**config.mk**
```make
export PLATFORM = sky130hd
export DESIGN_NAME = gif_frame_delay_parser_unit_flat
export DESIGN_NICKNAME = d
export VERILOG_FILES = /design/src/rtl/core/gfd_pkg.sv /design/src/rtl/core/gfd_if.sv /design/src/rtl/core/gfd_parser.sv /design/src/rtl/core/gfd_result_fifo.sv /design/src/rtl/core/gif_frame_delay_parser_unit.sv /design/src/flat_wrapper.sv
export SDC_FILE = /design/constraint.sdc
export NUM_CORES = 1
export LEC_CHECK = 0
export ABC_AREA = 1
export BUFFER_PORTS_ARGS = -buffer_cell sky130_fd_sc_hd__clkbuf_2
export CORE_MARGIN = 4
export CORE_UTILIZATION = 40
export CTS_BUF_LIST = sky130_fd_sc_hd__clkbuf_2 sky130_fd_sc_hd__clkbuf_4 sky130_fd_sc_hd__clkbuf_8
export DETAILED_ROUTE_END_ITERATION = 12
export GPL_ROUTABILITY_DRIVEN = 0
export SYNTH_ARGS = -nofsm -noshare
export SYNTH_HDL_FRONTEND = slang
export SYNTH_SLANG_ARGS = --single-unit
export TNS_END_PERCENT = 1
```
**constraint.sdc**
```tcl
create_clock -name clk -period 8.1 [get_ports clk]
set_clock_uncertainty 0.05 [all_clocks]
set_input_delay 1.215 -clock clk [delete_from_list [all_inputs] [get_ports clk]]
set_output_delay 1.215 -clock clk [all_outputs]
set_load 0.05 [all_outputs]
```
**src/rtl/core/gfd_pkg.sv**
```systemverilog
`default_nettype none
// ----------------------------------------------------------------------------
// gfd_pkg
// Shared types, constants and helpers of the GIF frame delay parser.
// ----------------------------------------------------------------------------
package gfd_pkg;

  localparam int POSITION_BITS = 27;
  localparam int DELAY_W       = 16;
  localparam int DELAY_MS_W    = 20;
  localparam int FRAME_W       = 16;
  localparam int MAX_BYTES_W   = 27;
  localparam int SKIP_W        = 10;
  localparam int FIELD_W       = 4;
  localparam int CFG_INDEX_W   = 1;
  localparam int CFG_DATA_W    = 27;

  localparam logic [DELAY_W-1:0]     DEFAULT_DELAY_RST = 16'd100;
  localparam logic [MAX_BYTES_W-1:0] MAX_BYTES_RST     = 27'd67108864;

  // configuration register indexes
  localparam logic [CFG_INDEX_W-1:0] CFG_DEFAULT_DELAY = 1'd0;
  localparam logic [CFG_INDEX_W-1:0] CFG_MAX_BYTES     = 1'd1;

  // block introducers and labels
  localparam logic [7:0] BYTE_TRAILER   = 8'h3B;
  localparam logic [7:0] BYTE_EXTENSION = 8'h21;
  localparam logic [7:0] BYTE_GCE_LABEL = 8'hF9;
  localparam logic [7:0] BYTE_IMAGE     = 8'h2C;
  localparam logic [7:0] GCE_BODY_SIZE  = 8'h04;

  typedef enum logic [1:0] {
    KIND_FRAME = 2'd0,
    KIND_OK    = 2'd1,
    KIND_FAIL  = 2'd2
  } gfd_kind_t;

  typedef enum logic [12:0] {
    PH_HEADER    = 13'h0001,
    PH_GCT       = 13'h0002,
    PH_BLOCK     = 13'h0004,
    PH_EXT_LABEL = 13'h0008,
    PH_GCE_SIZE  = 13'h0010,
    PH_GCE_BODY  = 13'h0020,
    PH_EXT_LEN   = 13'h0040,
    PH_EXT_DATA  = 13'h0080,
    PH_DESC      = 13'h0100,
    PH_LCT       = 13'h0200,
    PH_LZW       = 13'h0400,
    PH_IMG_LEN   = 13'h0800,
    PH_IMG_DATA  = 13'h1000
  } gfd_phase_t;

  typedef struct packed {
    gfd_kind_t              result_kind;
    logic [DELAY_MS_W-1:0]  delay_ms;
    logic [FRAME_W-1:0]     frame_number;
    logic                   last_of_run;
  } gfd_result_t;

  // results produced by one beat, in order
  typedef struct packed {
    logic [1:0]  count;
    gfd_result_t r0;
    gfd_result_t r1;
  } gfd_push_t;

  // "GIF8"
  function automatic logic [7:0] sig_byte(input logic [1:0] idx);
    logic [7:0] b;
    case (idx)
      2'd0:    b = 8'h47;
      2'd1:    b = 8'h49;
      2'd2:    b = 8'h46;
      default: b = 8'h38;
    endcase
    return b;
  endfunction

  // color table size in bytes from a packed field byte
  function automatic logic [SKIP_W-1:0] table_bytes(input logic [7:0] packed_b);
    logic [SKIP_W-1:0] n;
    n = SKIP_W'(2) << packed_b[2:0];
    return packed_b[7] ? ((n << 1) + n) : '0;
  endfunction

endpackage
`default_nettype wire

```
**src/rtl/core/gfd_if.sv**
```systemverilog
`default_nettype none
// ----------------------------------------------------------------------------
// gfd_in_if / gfd_out_if
// Valid/ready channels for file bytes and parse results.
// ----------------------------------------------------------------------------
interface gfd_in_if;
  logic       valid;
  logic       ready;
  logic [7:0] data_byte;
  logic       end_of_file;

  modport source (output valid, output data_byte, output end_of_file, input ready);
  modport sink   (input valid, input data_byte, input end_of_file, output ready);
endinterface

interface gfd_out_if import gfd_pkg::*; ();
  logic                  valid;
  logic                  ready;
  gfd_kind_t             result_kind;
  logic [DELAY_MS_W-1:0] delay_ms;
  logic [FRAME_W-1:0]    frame_number;
  logic                  last_of_run;

  modport source (output valid, output result_kind, output delay_ms,
                  output frame_number, output last_of_run, input ready);
  modport sink   (input valid, input result_kind, input delay_ms,
                  input frame_number, input last_of_run, output ready);
endinterface
`default_nettype wire

```
**src/rtl/core/gfd_parser.sv**
```systemverilog
`default_nettype none
// ----------------------------------------------------------------------------
// gfd_parser
// Block chain walker: one byte per beat, up to two results per beat.
// ----------------------------------------------------------------------------
module gfd_parser import gfd_pkg::*; (
  input  logic                   clk,
  input  logic                   rst,
  input  logic                   accept,
  input  logic [7:0]             data_byte,
  input  logic                   end_of_file,
  input  logic [DELAY_W-1:0]     default_delay_ms,
  input  logic [MAX_BYTES_W-1:0] max_file_bytes,
  output gfd_push_t              push
);

  localparam int CMP_W = (POSITION_BITS > MAX_BYTES_W) ? POSITION_BITS : MAX_BYTES_W;
  localparam logic [POSITION_BITS-1:0] POS_MAX = '1;

  gfd_phase_t               parse_phase, parse_phase_next;
  logic [POSITION_BITS-1:0] byte_position, byte_position_next;
  logic [SKIP_W-1:0]        skip_remaining, skip_remaining_next;
  logic [FIELD_W-1:0]       field_index, field_index_next;
  logic [DELAY_W-1:0]       pending_delay, pending_delay_next;
  logic                     delay_present, delay_present_next;
  logic [FRAME_W-1:0]       frames_seen, frames_seen_next;
  logic                     signature_ok, signature_ok_next;
  logic                     status_sent, status_sent_next;

  logic                  do_frame, do_status, status_fail;
  logic [FRAME_W-1:0]    frames_after;
  logic [DELAY_MS_W-1:0] frame_delay;
  logic [DELAY_MS_W-1:0] delay_wide;
  logic [SKIP_W-1:0]     tbl;
  logic [SKIP_W-1:0]     skip_dec;
  logic                  over_limit;
  gfd_result_t           frame_res, status_res;

  assign tbl        = table_bytes(data_byte);
  assign skip_dec   = (skip_remaining != '0) ? skip_remaining - 1'b1 : skip_remaining;
  assign over_limit = CMP_W'(byte_position) >= CMP_W'(max_file_bytes);
  assign delay_wide = DELAY_MS_W'(pending_delay);

  always_comb begin
    parse_phase_next    = parse_phase;
    byte_position_next  = byte_position;
    skip_remaining_next = skip_remaining;
    field_index_next    = field_index;
    pending_delay_next  = pending_delay;
    delay_present_next  = delay_present;
    signature_ok_next   = signature_ok;
    do_frame            = 1'b0;
    do_status           = 1'b0;
    status_fail         = 1'b0;

    if (!status_sent) begin
      if (over_limit) begin
        do_status   = 1'b1;
        status_fail = 1'b1;
      end else begin
        case (parse_phase)
          PH_HEADER: begin
            if (byte_position <= POSITION_BITS'(3) &&
                data_byte != sig_byte(byte_position[1:0])) begin
              signature_ok_next = 1'b0;
            end
            if (byte_position == POSITION_BITS'(3) && !signature_ok_next) begin
              do_status   = 1'b1;
              status_fail = 1'b1;
            end else begin
              if (byte_position == POSITION_BITS'(10)) skip_remaining_next = tbl;
              if (byte_position == POSITION_BITS'(12))
                parse_phase_next = (skip_remaining != '0) ? PH_GCT : PH_BLOCK;
            end
          end
          PH_GCT: begin
            skip_remaining_next = skip_dec;
            if (skip_dec == '0) parse_phase_next = PH_BLOCK;
          end
          PH_BLOCK: begin
            if (data_byte == BYTE_TRAILER) begin
              do_status = 1'b1;
            end else if (data_byte == BYTE_EXTENSION) begin
              parse_phase_next = PH_EXT_LABEL;
            end else if (data_byte == BYTE_IMAGE) begin
              parse_phase_next = PH_DESC;
              field_index_next = '0;
            end else begin
              do_status   = 1'b1;
              status_fail = 1'b1;
            end
          end
          PH_EXT_LABEL: begin
            parse_phase_next = (data_byte == BYTE_GCE_LABEL) ? PH_GCE_SIZE : PH_EXT_LEN;
          end
          PH_GCE_SIZE: begin
            if (data_byte != GCE_BODY_SIZE) begin
              do_status   = 1'b1;
              status_fail = 1'b1;
            end else begin
              parse_phase_next = PH_GCE_BODY;
              field_index_next = '0;
            end
          end
          PH_GCE_BODY: begin
            if (field_index == FIELD_W'(1)) begin
              pending_delay_next[7:0] = data_byte;
            end else if (field_index == FIELD_W'(2)) begin
              pending_delay_next[15:8] = data_byte;
              delay_present_next       = 1'b1;
            end
            if (field_index >= FIELD_W'(3)) parse_phase_next = PH_EXT_LEN;
            field_index_next = field_index + 1'b1;
          end
          PH_EXT_LEN, PH_IMG_LEN: begin
            if (data_byte == 8'd0) begin
              do_frame         = (parse_phase == PH_IMG_LEN);
              parse_phase_next = PH_BLOCK;
            end else begin
              skip_remaining_next = SKIP_W'(data_byte);
              parse_phase_next = (parse_phase == PH_IMG_LEN) ? PH_IMG_DATA : PH_EXT_DATA;
            end
          end
          PH_EXT_DATA, PH_IMG_DATA: begin
            skip_remaining_next = skip_dec;
            if (skip_dec == '0)
              parse_phase_next = (parse_phase == PH_IMG_DATA) ? PH_IMG_LEN : PH_EXT_LEN;
          end
          PH_DESC: begin
            if (field_index >= FIELD_W'(8)) begin
              skip_remaining_next = tbl;
              parse_phase_next    = (tbl != '0) ? PH_LCT : PH_LZW;
            end
            field_index_next = field_index + 1'b1;
          end
          PH_LCT: begin
            skip_remaining_next = skip_dec;
            if (skip_dec == '0) parse_phase_next = PH_LZW;
          end
          PH_LZW: begin
            parse_phase_next = PH_IMG_LEN;
          end
          default: begin
            do_status   = 1'b1;
            status_fail = 1'b1;
          end
        endcase

        if (byte_position != POS_MAX) byte_position_next = byte_position + 1'b1;

        // last byte with no status yet: close out the file
        if (end_of_file && !do_status) begin
          do_status = 1'b1;
          case (parse_phase_next)
            PH_EXT_LABEL, PH_GCE_SIZE, PH_GCE_BODY, PH_DESC, PH_LCT, PH_LZW: begin
              status_fail = 1'b1;
            end
            PH_IMG_LEN, PH_IMG_DATA: begin
              do_frame = 1'b1;
            end
            default: begin
              status_fail = 1'b0;
            end
          endcase
        end
      end
    end

    if (do_frame) begin
      pending_delay_next = '0;
      delay_present_next = 1'b0;
    end
  end

  // x10 as two shifts and an add
  assign frame_delay  = (delay_present && pending_delay != '0) ?
                        ((delay_wide << 3) + (delay_wide << 1)) :
                        DELAY_MS_W'(default_delay_ms);
  assign frames_after = (do_frame && frames_seen != '1) ? frames_seen + 1'b1 : frames_seen;
  assign frames_seen_next = frames_after;
  assign status_sent_next = status_sent | do_status;

  always_comb begin
    frame_res.result_kind  = KIND_FRAME;
    frame_res.delay_ms     = frame_delay;
    frame_res.frame_number = frames_seen;
    frame_res.last_of_run  = !do_status;

    status_res.result_kind  = (status_fail || frames_after == '0) ? KIND_FAIL : KIND_OK;
    status_res.delay_ms     = '0;
    status_res.frame_number = frames_after;
    status_res.last_of_run  = 1'b1;

    push.r1 = status_res;
    if (do_frame) begin
      push.r0    = frame_res;
      push.count = accept ? (do_status ? 2'd2 : 2'd1) : 2'd0;
    end else begin
      push.r0    = status_res;
      push.count = (accept && do_status) ? 2'd1 : 2'd0;
    end
  end

  always_ff @(posedge clk) begin
    if (rst) begin
      parse_phase    <= PH_HEADER;
      byte_position  <= '0;
      skip_remaining <= '0;
      field_index    <= '0;
      pending_delay  <= '0;
      delay_present  <= 1'b0;
      frames_seen    <= '0;
      signature_ok   <= 1'b1;
      status_sent    <= 1'b0;
    end else if (accept) begin
      if (end_of_file) begin
        // last byte rearms the walker
        parse_phase    <= PH_HEADER;
        byte_position  <= '0;
        skip_remaining <= '0;
        field_index    <= '0;
        pending_delay  <= '0;
        delay_present  <= 1'b0;
        frames_seen    <= '0;
        signature_ok   <= 1'b1;
        status_sent    <= 1'b0;
      end else begin
        parse_phase    <= parse_phase_next;
        byte_position  <= byte_position_next;
        skip_remaining <= skip_remaining_next;
        field_index    <= field_index_next;
        pending_delay  <= pending_delay_next;
        delay_present  <= delay_present_next;
        frames_seen    <= frames_seen_next;
        signature_ok   <= signature_ok_next;
        status_sent    <= status_sent_next;
      end
    end
  end

endmodule
`default_nettype wire

```
**src/rtl/core/gfd_result_fifo.sv**
```systemverilog
`default_nettype none
// ----------------------------------------------------------------------------
// gfd_result_fifo
// Four-entry result queue: up to two results in per cycle, one out when ready.
// ----------------------------------------------------------------------------
module gfd_result_fifo import gfd_pkg::*; (
  input  logic        clk,
  input  logic        rst,
  input  gfd_push_t   push,
  output logic        space_ok,
  output logic        out_valid,
  input  logic        out_ready,
  output gfd_result_t out_data
);

  gfd_result_t entries [4];
  logic [1:0]  rd_ptr, wr_ptr;
  logic [2:0]  count;
  logic        pop;
  logic [1:0]  wr_ptr_p1;

  assign pop       = out_valid && out_ready;
  assign out_valid = (count != 3'd0);
  assign out_data  = entries[rd_ptr];
  // room for a full two-result beat
  assign space_ok  = (count <= 3'd2);
  assign wr_ptr_p1 = wr_ptr + 1'b1;

  always_ff @(posedge clk) begin
    if (push.count != 2'd0) entries[wr_ptr] <= push.r0;
    if (push.count == 2'd2) entries[wr_ptr_p1] <= push.r1;
  end

  always_ff @(posedge clk) begin
    if (rst) begin
      rd_ptr <= '0;
      wr_ptr <= '0;
      count  <= '0;
    end else begin
      wr_ptr <= wr_ptr + push.count;
      if (pop) rd_ptr <= rd_ptr + 1'b1;
      count <= count + 3'(push.count) - 3'(pop);
    end
  end

endmodule
`default_nettype wire

```
**src/rtl/core/gif_frame_delay_parser_unit.sv**
```systemverilog
`default_nettype none
// ----------------------------------------------------------------------------
// gif_frame_delay_parser_unit
// GIF block chain walker: emits frame delays in ms and one final status.
// ----------------------------------------------------------------------------
// Each result is written into the result queue and offered from its head.
// Throughput: one byte per cycle; a byte causing two results hands them out
//   one at a time, absorbed by the four-entry result queue (input stalls
//   while three or more results are queued).
// Reset (rst, synchronous): walker to header phase, queue emptied,
//   default_delay_ms = 100, max_file_bytes = 67108864.
module gif_frame_delay_parser_unit import gfd_pkg::*; (
  input  logic                   clk,
  input  logic                   rst,
  gfd_in_if.sink                 in_ch,
  gfd_out_if.source              out_ch,
  input  logic                   wr_en,
  input  logic [CFG_INDEX_W-1:0] wr_index,
  input  logic [CFG_DATA_W-1:0]  wr_data
);

  logic [DELAY_W-1:0]     default_delay_ms;
  logic [MAX_BYTES_W-1:0] max_file_bytes;
  logic                   accept;
  logic                   space_ok;
  gfd_push_t              push;
  gfd_result_t            head;

  always_ff @(posedge clk) begin
    if (rst) begin
      default_delay_ms <= DEFAULT_DELAY_RST;
      max_file_bytes   <= MAX_BYTES_RST;
    end else if (wr_en) begin
      case (wr_index)
        CFG_DEFAULT_DELAY: default_delay_ms <= wr_data[DELAY_W-1:0];
        CFG_MAX_BYTES:     max_file_bytes   <= wr_data[MAX_BYTES_W-1:0];
        default: ;
      endcase
    end
  end

  assign in_ch.ready = space_ok;
  assign accept      = in_ch.valid && space_ok;

  gfd_parser u_parser (
    .clk              (clk),
    .rst              (rst),
    .accept           (accept),
    .data_byte        (in_ch.data_byte),
    .end_of_file      (in_ch.end_of_file),
    .default_delay_ms (default_delay_ms),
    .max_file_bytes   (max_file_bytes),
    .push             (push)
  );

  gfd_result_fifo u_fifo (
    .clk       (clk),
    .rst       (rst),
    .push      (push),
    .space_ok  (space_ok),
    .out_valid (out_ch.valid),
    .out_ready (out_ch.ready),
    .out_data  (head)
  );

  assign out_ch.result_kind  = head.result_kind;
  assign out_ch.delay_ms     = head.delay_ms;
  assign out_ch.frame_number = head.frame_number;
  assign out_ch.last_of_run  = head.last_of_run;

endmodule
`default_nettype wire

```
**src/flat_wrapper.sv**
```systemverilog
// flat-port wrapper written by rule: the top's interface ports become plain ports
module gif_frame_delay_parser_unit_flat import gfd_pkg::*;
  (clk, rst, wr_en, wr_index, wr_data, in_ch_valid, in_ch_data_byte, in_ch_end_of_file, in_ch_ready, out_ch_valid, out_ch_result_kind, out_ch_delay_ms, out_ch_frame_number, out_ch_last_of_run, out_ch_ready);
  gfd_in_if in_ch_i ();
  gfd_out_if out_ch_i ();
  input  logic clk;
  input  logic rst;
  input  logic wr_en;
  input  logic [CFG_INDEX_W-1:0] wr_index;
  input  logic [CFG_DATA_W-1:0] wr_data;
  input wire logic [$bits(in_ch_i.valid)-1:0] in_ch_valid;
  input wire logic [$bits(in_ch_i.data_byte)-1:0] in_ch_data_byte;
  input wire logic [$bits(in_ch_i.end_of_file)-1:0] in_ch_end_of_file;
  output wire logic [$bits(in_ch_i.ready)-1:0] in_ch_ready;
  output wire logic [$bits(out_ch_i.valid)-1:0] out_ch_valid;
  output wire logic [$bits(out_ch_i.result_kind)-1:0] out_ch_result_kind;
  output wire logic [$bits(out_ch_i.delay_ms)-1:0] out_ch_delay_ms;
  output wire logic [$bits(out_ch_i.frame_number)-1:0] out_ch_frame_number;
  output wire logic [$bits(out_ch_i.last_of_run)-1:0] out_ch_last_of_run;
  input wire logic [$bits(out_ch_i.ready)-1:0] out_ch_ready;
  assign in_ch_i.valid = in_ch_valid;
  assign in_ch_i.data_byte = in_ch_data_byte;
  assign in_ch_i.end_of_file = in_ch_end_of_file;
  assign in_ch_ready = in_ch_i.ready;
  assign out_ch_valid = out_ch_i.valid;
  assign out_ch_result_kind = out_ch_i.result_kind;
  assign out_ch_delay_ms = out_ch_i.delay_ms;
  assign out_ch_frame_number = out_ch_i.frame_number;
  assign out_ch_last_of_run = out_ch_i.last_of_run;
  assign out_ch_i.ready = out_ch_ready;
  gif_frame_delay_parser_unit u_core (.clk(clk), .rst(rst), .in_ch(in_ch_i), .out_ch(out_ch_i), .wr_en(wr_en), .wr_index(wr_index), .wr_data(wr_data));
endmodule
```
# [Word-level counts from Yosys, hierarchy flattened]
# Memory sizes are Yosys's and may differ from the RTL's. A register that Yosys moved wholly into a read port is not among the register bits.
# Index checks and enable logic that the tools add are counted.
[word_totals] regBits=139 latchBits=0 mem_bits_rw=156 rom_bits=0 input_bits=42 output_inout_bits=41 wordCells=239 n_memories=1
[op_classes] n_addsub=11 mul=0 n_div=0 n_lt_le_gt_ge=5 eq_ne=50 shift=1 n_mux=110 bitwise_logic=2 n_reduce_logical=44
[memory_table] name="u_core.u_fifo.entries" words=4 word_bits=39 read_ports=1 rd_ports_with_merged_regs=1 wr=2 line="gfd_result_fifo.sv:16" rtl="gfd_result_t entries [4];"
[op_table] op="2-to-1 mux 13 bit" count=18
[op_table] op="case mux 13 bit (11 select lines)" count=1
[op_table] op="2-to-1 mux 16 bit" count=7
[op_table] op="2-to-1 mux 27 bit" count=4
[op_table] op="2-to-1 mux 10 bit" count=9
[op_table] op="== test 27 x 4 -> 1 bit, second input constant" count=2
[op_table] op="2-to-1 mux 8 bit" count=6
[op_table] op="2-to-1 mux 1 bit" count=41
[op_table] op="2-to-1 mux 41 bit" count=1
[op_table] op="case mux 10 bit (4 select lines)" count=1
[op_table] op="inequality test 3 bit, second input constant" count=10
[op_table] op="2-to-1 mux 4 bit" count=7
[op_table] op="adder 27 x 1 -> 27 bit, second input constant" count=1
[op_table] op="== test 27 x 2 -> 1 bit, second input constant" count=1
[op_table] op="greater-or-equal comparator 27 bit" count=1
[op_table] op="<= comparator 27 x 2 -> 1 bit, second input constant" count=1
[op_table] op="inequality test 27 bit, second input constant" count=1
[op_table] op="== test 13 x 10 -> 1 bit, second input constant" count=2
[op_table] op="== test 13 x 11 -> 1 bit, second input constant" count=2
[op_table] op="== test 13 x 12 -> 1 bit, second input constant" count=2
[op_table] op="== test 13 bit, second input constant" count=2
[op_table] op="== test 13 x 4 -> 1 bit, second input constant" count=2
[op_table] op="== test 13 x 5 -> 1 bit, second input constant" count=2
[op_table] op="== test 13 x 6 -> 1 bit, second input constant" count=2
[op_table] op="65 further kinds" count=97

# [Depth between registers and ports, before layout]
# Gate-level depths: netlist (run 1).
[logic_depth] word_depth=32 depth_mapped=25 mapped_depth_nobuf=25

# [Modules after synthesis]
# From an unflattened synthesis (run 1), not the netlist that was laid out.
[hier_totals] hier_cells=2373 hier_area_um2=17986.0
[modules_own_cells] mod="gfd_parser" n_inst=1 cells_each=1325 area_per_inst_um2=8411.8 seq_area_each_um2=1781.7
[modules_own_cells] mod="gfd_result_fifo" n_inst=1 cells_each=829 area_per_inst_um2=7962.6 seq_area_each_um2=4864.7
[modules_own_cells] mod="gif_frame_delay_parser_unit" n_inst=1 cells_each=219 area_per_inst_um2=1611.5 seq_area_each_um2=860.8

# [Least setup slack after synthesis (run 1)]
# OpenSTA, ideal clock, no wires.
[synth_path] path_kind="in2reg" start="input port in_ch_data_byte[0]" end="memory u_core.u_fifo.entries[3][10] in the netlist's numbering (enable)" setup_ps=375 arrival_ps=3442 t_required_ps=7675 path_slack_ps=4234 stages=15 n_path_buf=3 path_cell_list="clkbuf_1 > nor2_1 > nand3_1 > nand3_1 > nand2_1 > a21oi_4 > nand3_2 > o21bai_4 > nand2_8 > nand2_2 > nor3_4 > nand2_1 > buf_2 > buf_2 > nand2_1"
[synth_rtl] element="start: declaration" line="flat_wrapper.sv:12" rtl="input wire logic [$bits(in_ch_i.data_byte)-1:0] in_ch_data_byte;"
[synth_rtl] element="end: declaration" line="gfd_result_fifo.sv:16"

==> reports/qor.csv, run 1 <==
stage;metric;value;unit
outcome;outcome;finished clean;
finish;antenna-diode-count;0;
finish;multiInputGateArea;0.00832;sq mm
timing;setup_tns;0;ps
timing;finalCriticalPeriod;4930;ps
synth;synth_warnings;0;
synth;synth_area;0.0162;sq mm
finish;seqCellArea;0.00667;sq mm
setup_path;worstPathRequired;8420;ps
cts;cts_tree;built;
global_route;grt_max_degree;80;
synth;syn_area_per_cell;7.44;sq um
synth;synth_cell_types;57;
setup_path;crit_arrival;5250;ps
finish;fillers;4033;
global_route;grt_overflow;0;
cts;clkSinkCount;297;
setup_path;critPathMaxFanout;57;
place;placed_cell_area;0.0170;sq mm
synth;yosysTopAreaCell;dfxtp_1;
synth;synth_seq_area_share;41.1;%
finish;fin_cells;2799;
setup_path;worstSetupPathType;flop to flop;
floorplanning;num_io_pins;83;
timing;min_period_over_period;60.8;%
finish;area_growth;11.3;%
timing;slew_violations;0;
finish;final_cell_mix;nand2_1, nor2_1, o21ai_0, dfxtp_1, inv_1;
timing;finalSetupViolations;0;
setup_path;path_buf_inv;1;
global_route;grt_antenna_before_repair;0;
setup_path;worstSetupEndpointType;flop;
cts;cts.path.max_buffers;3;
cts;htreeDepth;2;
global_route;grt_pass1_vias;14700;
synth;synth_nets;2281;
finish;drive_gt1_share;12.1;%
detailed_routing;wl;48.6;mm
synth;synthFlopType;dfxtp_1;
pwr;ir_drop;0.000207;V
timing;worstMarginPinSlew;1180;ps
setup_path;crit_family;simple AND/OR/NAND/NOR gates;
synth;synth_cells;2180;
setup_path;critical-path-max-stage-delay;830;ps
floorplanning;die_w;209;um
cts;cts_setup_buffers;0;
synth;synth_area_leaders;dfxtp_1, edfxtp_1, nand2_1, o21ai_0, nor2_1;
setup_path;worst_path_most_repeated_cell;nand2_1;
floorplanning;core-area;0.0399;sq mm
setup_path;path_cells;ha_1, inv_1, o21ai_1, o21ai_0, nor2_1, nand2_1, nand2_1, nand2_1, nand3_1, nand2_1, nor2_1, nand2_1, nand2_1, o21ai_2, nand2_2, nand2_1, o21ai_0, nor2_1;
cts;clk_latency;630;ps
detailed_routing;vias;15500;
cts;root_buffer;clkbuf_8;
finish;final_common_cell;nand2_1;
pwr;power_leakage;7.24;nW
timing;rsz0062_at_grt;false;
timing;finalHoldViolations;0;
floorplanning;die_h;209;um
setup_path;cp-start-kind;flop;
place;hpwl;34.1;mm
global_route;grtUsageTotal;21.4;%
floorplanning;initial_core_util;40.7;%
cts;cts_buffers;52;
min_path;hp-class;flop to flop;
synth;async_reset_ff_share;0;%
global_route;grt_pass1_wl;77.7;mm
timing;slew_headroom;21.2;%
cts;clk_pin_slew;60;ps
synth;synth-seq-cells;297;
detailed_routing;drc;0;
job;maxCapViolCount;0;
timing;max_freq;203;MHz
detailed_routing;ant_nets;0;
synth;netlist.area_leader.share;27.8;%
finish;fin_area;0.0181;sq mm
cts;cts_hold_buf;0;
place;io_buffers;82;
floorplanning;die_area;0.0439;sq mm
setup_path;critPathSlowestCell;nand2_1;
detailed_routing;via_per_inst;5.54;
finish;nets;2336;
detailed_routing;wire_per_inst;17.3;um
detailed_routing;drt-initial-drc-count;1565;
floorplanning;rows;73;
cts;cts_resized;0;
detailed_routing;firstDrtPassIters;6;
place;dp_cells;2706;
pwr;power.density;251;mW/mm^2
synth;synth-edff-count;72;
-- layer usage --
metal | wire length (um) | GRT usage [%] | up-vias | share of wire [%]
li1 | - | - | 7646 | -
met1 | 22300 | 29.6 | 7261 | 46
met2 | 21800 | 33.9 | 511 | 45
met3 | 3260 | 3.87 | 84 | 6.7
met4 | 1230 | 7.25 | 0 | 2.5
met5 | 0 | 0 | - | 0
-- flip-flops by register name, summed over array words and instances (netlist names), 3 cells and up, named ones only --
register                        flops
u_core.u_parser.byte_position      27
u_core.max_file_bytes              27
u_core.default_delay_ms            16
u_core.u_parser.field_index         4
u_core.u_fifo.entries             156
u_core.u_parser.pending_delay      16
u_core.u_fifo.count                 3
u_core.u_parser.frames_seen        16
u_core.u_parser.parse_phase        13
u_core.u_parser.skip_remaining     10
-- synth_stat cells, types with 4 or more instances --
cell / count
nand2_4: 4
nand4_1: 40
inv_2: 17
nand3_1: 112
o22ai_1: 106
o221ai_1: 7
xnor2_1: 4
nand2_2: 18
nor2_2: 16
o21ai_1: 26
buf_6: 5
or2_2: 6
o2111ai_1: 5
nor4_1: 16
buf_4: 4
a31oi_1: 7
o21ai_0: 226
o211ai_1: 18
nand2_1: 374
xor2_1: 21
inv_1: 198
nor3b_1: 4
a211oi_1: 20
clkbuf_1: 67
nor2_1: 250
edfxtp_1: 72
dfxtp_1: 225
nor2_4: 6
nand3_2: 6
ha_1: 57
nor3_1: 37
a22o_1: 4
buf_2: 17
a21oi_1: 150
-- cell families after synthesis --
group / synth area share, %
buffers and inverters: 7.73
flip-flops: 41.1
AND/OR/NAND/NOR: 24.9
adder cells (fa/ha/maj): 4.64
AO/OA/AOI/OAI: 20.3
XOR/XNOR: 1.35
-- through the flow --
step | power [mW] | hold slack (ps) | utilization [%] | setup slack [ps]
6_report | 4.54 | 404 | 45.3 | 3170
5_1_grt | 4.78 | 422 | 45.3 | 2770
4_1_cts | 4.58 | 407 | 45.3 | 3260
3_5_place_dp | 3.13 | 391 | 42.5 | 2690
3_3_place_gp | 3.12 | 384 | 42.5 | 2780
2_1_floorplan | 2.76 | 373 | - | 4230
-- report_power, final --
part	internal, mW	switching, mW
combinational	0.355	1.11
sequential	1.60	0.0515
clock	0.807	0.625
-- worst min-delay path, delay by kind of cell (launching register included) --
kind             cells  cell delay (ps)
AO/OA/AOI/OAI        1               50
flip-flops           1              310
AND/OR/NAND/NOR      1               50
-- final timing paths --
kind / startpoint / slack, ps / depth (start not counted) / end
setup / recovery: u_core.u_parser.byte_position[1]$_SDFFE_PP0P_ / 3170 / 18 / u_core.u_fifo.entries[0][37]$_DFFE_PP_
hold / removal: u_core.u_fifo.entries[2][36]$_SDFFE_PP0P_ / 400 / 2 / u_core.u_fifo.entries[2][36]$_SDFFE_PP0P_
setup reg to reg: u_core.u_parser.byte_position[1]$_SDFFE_PP0P_ / 3170 / 18 / u_core.u_fifo.entries[0][37]$_DFFE_PP_
hold reg to reg: u_core.u_fifo.entries[2][36]$_SDFFE_PP0P_ / 400 / 2 / u_core.u_fifo.entries[2][36]$_SDFFE_PP0P_
-- final cells by class --
| type | count | area share (%) |
|---|---|---|
| Clock inverter | 12 | 0.506 |
| Clock buffer | 81 | 5.48 |
| Inverter | 219 | 4.56 |
| Tap cell | 525 | 3.64 |
| Multi-Input combinational cell | 1569 | 46.0 |
| Sequential cell | 297 | 36.9 |
| Timing Repair Buffer | 96 | 2.85 |
No activity file was read; power rests on OpenSTA's default activity.
==> run 2, diff against run 1 <==
--- a/config.mk
+++ b/config.mk
@@ -5,7 +5,7 @@
 export SDC_FILE = /design/constraint.sdc
 export NUM_CORES = 1
 export LEC_CHECK = 0
-export ABC_AREA = 1
+export ABC_AREA = 0
 export BUFFER_PORTS_ARGS = -buffer_cell sky130_fd_sc_hd__clkbuf_2
 export CORE_MARGIN = 4
 export CORE_UTILIZATION = 40
==> constraint.sdc (replaced) <==
create_clock -name clk -period 4.3 [get_ports clk]
set_clock_uncertainty 0.05 [all_clocks]
set_input_delay 0.645 -clock clk [delete_from_list [all_inputs] [get_ports clk]]
set_output_delay 0.645 -clock clk [all_outputs]
set_load 0.05 [all_outputs]
==> run 2 against run 1 <==
  * Clock power increased by 90%
  * Flip-flop and latch count unchanged
  * Sequential power increased by 85%
  * Global-route usage increased by 0.40 points
  * Core utilization increased by 2.8 points
  * Cell area increased by 8.7%
  * Hold slack got worse by 210 ps
  * Count of clock-buffer cells in the layout decreased by 5
  * Critical path depth decreased by 2
  * Register-to-register slack got worse by 3000 ps
  * Largest power group unchanged
  * First-iteration DRC count decreased by 18%
==> reports/qor.csv, run 2 <==
stage;metric;value;unit
global_route;grt_overflow;0;
min_path;min-delay-start;wr_data[21];
cts;cts_buffers;51;
setup_path;crit_arrival;4600;ps
setup_path;worstPathRequired;4740;ps
synth;synth_top_family_by_area;simple AND/OR/NAND/NOR gates;
finish;final_common_cell;nand2_1;
timing;slew_violations;0;
outcome;outcome;finished clean;
synth;synth_area_leaders;dfxtp_1, edfxtp_1, nand2_1, mux4_2, ha_1;
setup_path;crit_family;simple AND/OR/NAND/NOR gates;
global_route;grt_pass1_vias;14500;
detailed_routing;met2_wirelength;23.0;mm
global_route;grtUsageTotal;21.8;%
floorplanning;die_w;211;um
synth;synth_cells;1912;
synth;synth_cell_types;102;
synth;synthFlopType;dfxtp_1;
cts;cts.path.max_buffers;3;
pwr;clockPowerShare;37.9;%
detailed_routing;firstDrtPassIters;6;
setup_path;critPathMaxFanout;5;
place;hpwl;36.2;mm
floorplanning;num_io_pins;83;
min_path;hp-class;primary input to flop;
floorplanning;rows;74;
synth;synthXorXnorAreaFrac;2.91;%
global_route;grt_max_degree;65;
finish;drive_gt1_share;21.5;%
finish;nets;2169;
floorplanning;initial_core_util;40.5;%
finish;seqCellArea;0.00667;sq mm
detailed_routing;topRoutingLayerUsed;met4;
setup_path;r2r.worst_path.cells;16;
global_route;grt_pass1_wl;79.4;mm
setup_path;critPathSlowestCell;or4_4;
setup_path;rr_startpoint;u_core.u_parser.skip_remaining[4]$_SDFFE_PP0P_;
detailed_routing;met3_length;3.48;mm
min_path;holdPathStages;3;
setup_path;critical-path-max-stage-delay;600;ps
cts;cts_tree;built;
pwr;finalPower;7.14;mW
timing;finalCriticalPeriod;4160;ps
floorplanning;die_area;0.0447;sq mm
detailed_routing;wl_met1;21.9;mm
detailed_routing;drc;0;
setup_path;path_buf_inv;2;
finish;top_regs;u_core.u_fifo.entries x156, u_core.max_file_bytes x27, u_core.u_parser.byte_position x27;
finish;multiInputGateArea;0.00921;sq mm
pwr;power_leakage;7.46;nW
pwr;internal-power;4.97;mW
synth;synth-seq-cells;297;
synth;synth_nets;2013;
synth;synth-simple-area-share;23.0;%
setup_path;cp-start-kind;flop;
cts;clkSinkCount;297;
synth;synth_seq_area_share;40.3;%
finish;utilization;48.1;%
detailed_routing;drt-initial-drc-count;1284;
pwr;p_comb_share;19.2;%
setup_path;r2r_slack;140;ps
synth;yosysMostFrequentCell;nand2_1;
timing;max_freq;240;MHz
pwr;netSwitchingFraction;30.4;%
detailed_routing;ant_nets;0;
pwr;p_seq_share;42.9;%
finish;antenna-diode-count;0;
synth;netlist.area_leader.share;27.2;%
setup_path;worstSetupEndpointType;flop;
finish;regMostFlops;u_core.u_fifo.entries;
detailed_routing;wire_per_inst;18.9;um
timing;whs;193;ps
synth;yosysTopAreaCell;dfxtp_1;
cts;htreeDepth;2;
floorplanning;core-area;0.0408;sq mm
synth;synthMuxAreaShare;6.21;%
synth;syn_area_per_cell;8.66;sq um
setup_path;path_cells;or4_4, o31a_1, or2_1, o211a_1, a31oi_4, and2_4, buf_4, o21ai_0, o21a_1, nor4_4, inv_2, ha_4, fa_2, xnor2_2, xnor2_1, nor2_1;
synth;synth_warnings;0;
finish;largest_reg_flops;156;
setup_path;timing.rr.end;u_core.u_fifo.count[2]$_SDFF_PP0_;
finish;final_cell_mix;nand2_1, dfxtp_1, nor2_1, buf_4, o21ai_0;
timing;rsz0062_at_grt;true;
synth;synth-edff-count;72;
floorplanning;die_h;211;um
timing;slew_headroom;21.6;%
timing;finalHoldViolations;0;
job;maxCapViolCount;0;
cts;clk_latency;640;ps
pwr;ir_drop;0.000181;V
synth;synth_area;0.0166;sq mm
detailed_routing;wl;49.8;mm
finish;area_growth;18.6;%
timing;min_period_over_period;96.7;%
detailed_routing;vias;15100;
timing;worstMarginPinSlew;1180;ps
pwr;power.switching;2.17;mW
place;io_buffers;82;
cts;root_buffer;clkbuf_8;
synth;async_reset_ff_share;0;%
synth;synth_compound_area_share;18.0;%
finish;fillers;3905;
global_route;grt_antenna_before_repair;0;
min_path;holdPathEnd;u_core.max_file_bytes[21]$_SDFFE_PP0P_;
pwr;power.density;364;mW/mm^2
setup_path;worstSetupPathType;flop to flop;
timing;finalSetupViolations;0;
synth;synthAdderAreaFrac;4.55;%
detailed_routing;via_per_inst;5.72;
cts;clk_pin_slew;60;ps
synth;synth_common_cells;nand2_1, dfxtp_1, nor2_1;
run 2: worst register-to-register path: stages, from the launching register on:
cell and delay (ps):
dfxtp_1 330, or4_4 600, o31a_1 350, or2_1 250, o211a_1 160, a31oi_4 270, and2_4 220, buf_4 130
o21ai_0 90, o21a_1 220, nor4_4 310, inv_2 90, ha_4 230, fa_2 390, xnor2_2 150, xnor2_1 130
nor2_1 50
run 2: how the worst max path moves through the flow:
stage	cells after the start	endpoint	from	slack, ps
3_5_place_dp	17	u_core.u_fifo.count[2]$_SDFF_PP0_	in_ch_data_byte[5]	-170
4_1_cts	17	u_core.u_fifo.count[2]$_SDFF_PP0_	u_core.u_parser.skip_remaining[0]$_SDFFE_PP0P_	20
6_report	16	u_core.u_fifo.count[2]$_SDFF_PP0_	u_core.u_parser.skip_remaining[4]$_SDFFE_PP0P_	140
2_1_floorplan	19	u_core.u_fifo.count[2]$_SDFF_PP0_	u_core.u_parser.skip_remaining[0]$_SDFFE_PP0P_	-140
5_1_grt	17	u_core.u_fifo.count[2]$_SDFF_PP0_	u_core.u_parser.skip_remaining[0]$_SDFFE_PP0P_	-60
3_3_place_gp	17	u_core.u_fifo.count[2]$_SDFF_PP0_	in_ch_data_byte[5]	-150
run 2: final cells by class:
| cell class | instances | share of cell area (%) |
|---|---|---|
| multi-input combinational | 1405 | 46.9 |
| sequential | 297 | 34.0 |
| timing repair buffer | 242 | 8.94 |
| clock buffer | 76 | 4.85 |
| tap | 532 | 3.39 |
| inverter | 71 | 1.36 |
| clock inverter | 12 | 0.580 |
run 2: logic make-up after synthesis:
logic type / after synthesis
fa+ha+maj: 59
mux: 53
compound gates: 461
simple gates: 777
buf+inv: 210
xor+xnor: 55
flops: 297
run 2: power by group through the flow:
stage | sequential, mW | combinational, mW | clock (mW)
floorplan | 3.04 | 1.01 | 0
finish | 3.06 | 1.37 | 2.71
global placement | 3.12 | 1.35 | 0
CTS | 3.07 | 1.36 | 2.77
detailed placement | 3.13 | 1.36 | 0
global route | 3.08 | 1.48 | 2.89
run 2: what timing repair did:
action                     in CTS  in global routing
pin swaps                       1                 16
setup endpoints to repair      11                210
gates resized for setup         4                 27
buffers inserted                2                  8
hold buffers                    0                  0
run 2: metal layers:
layer	track usage (%)	up-vias
met1	30.0	7160
met2	35.5	534
met3	3.45	105
li1	-	7268
met5	0	-
met4	7.00	0
run 2: stage by stage:
stage / setup slack [ps] / setup TNS [ps] / std cells / instance area (sq um)
3_3_place_gp: -147 / -1110 / 2538 / 18400
5_1_grt: -57.7 / -95.9 / 2635 / 19600
2_1_floorplan: -137 / -4120 / 1912 / 16600
3_5_place_dp: -169 / -1720 / 2538 / 18400
4_1_cts: 17.5 / 0 / 2628 / 19400
6_report: 140 / 0 / 2635 / 19600
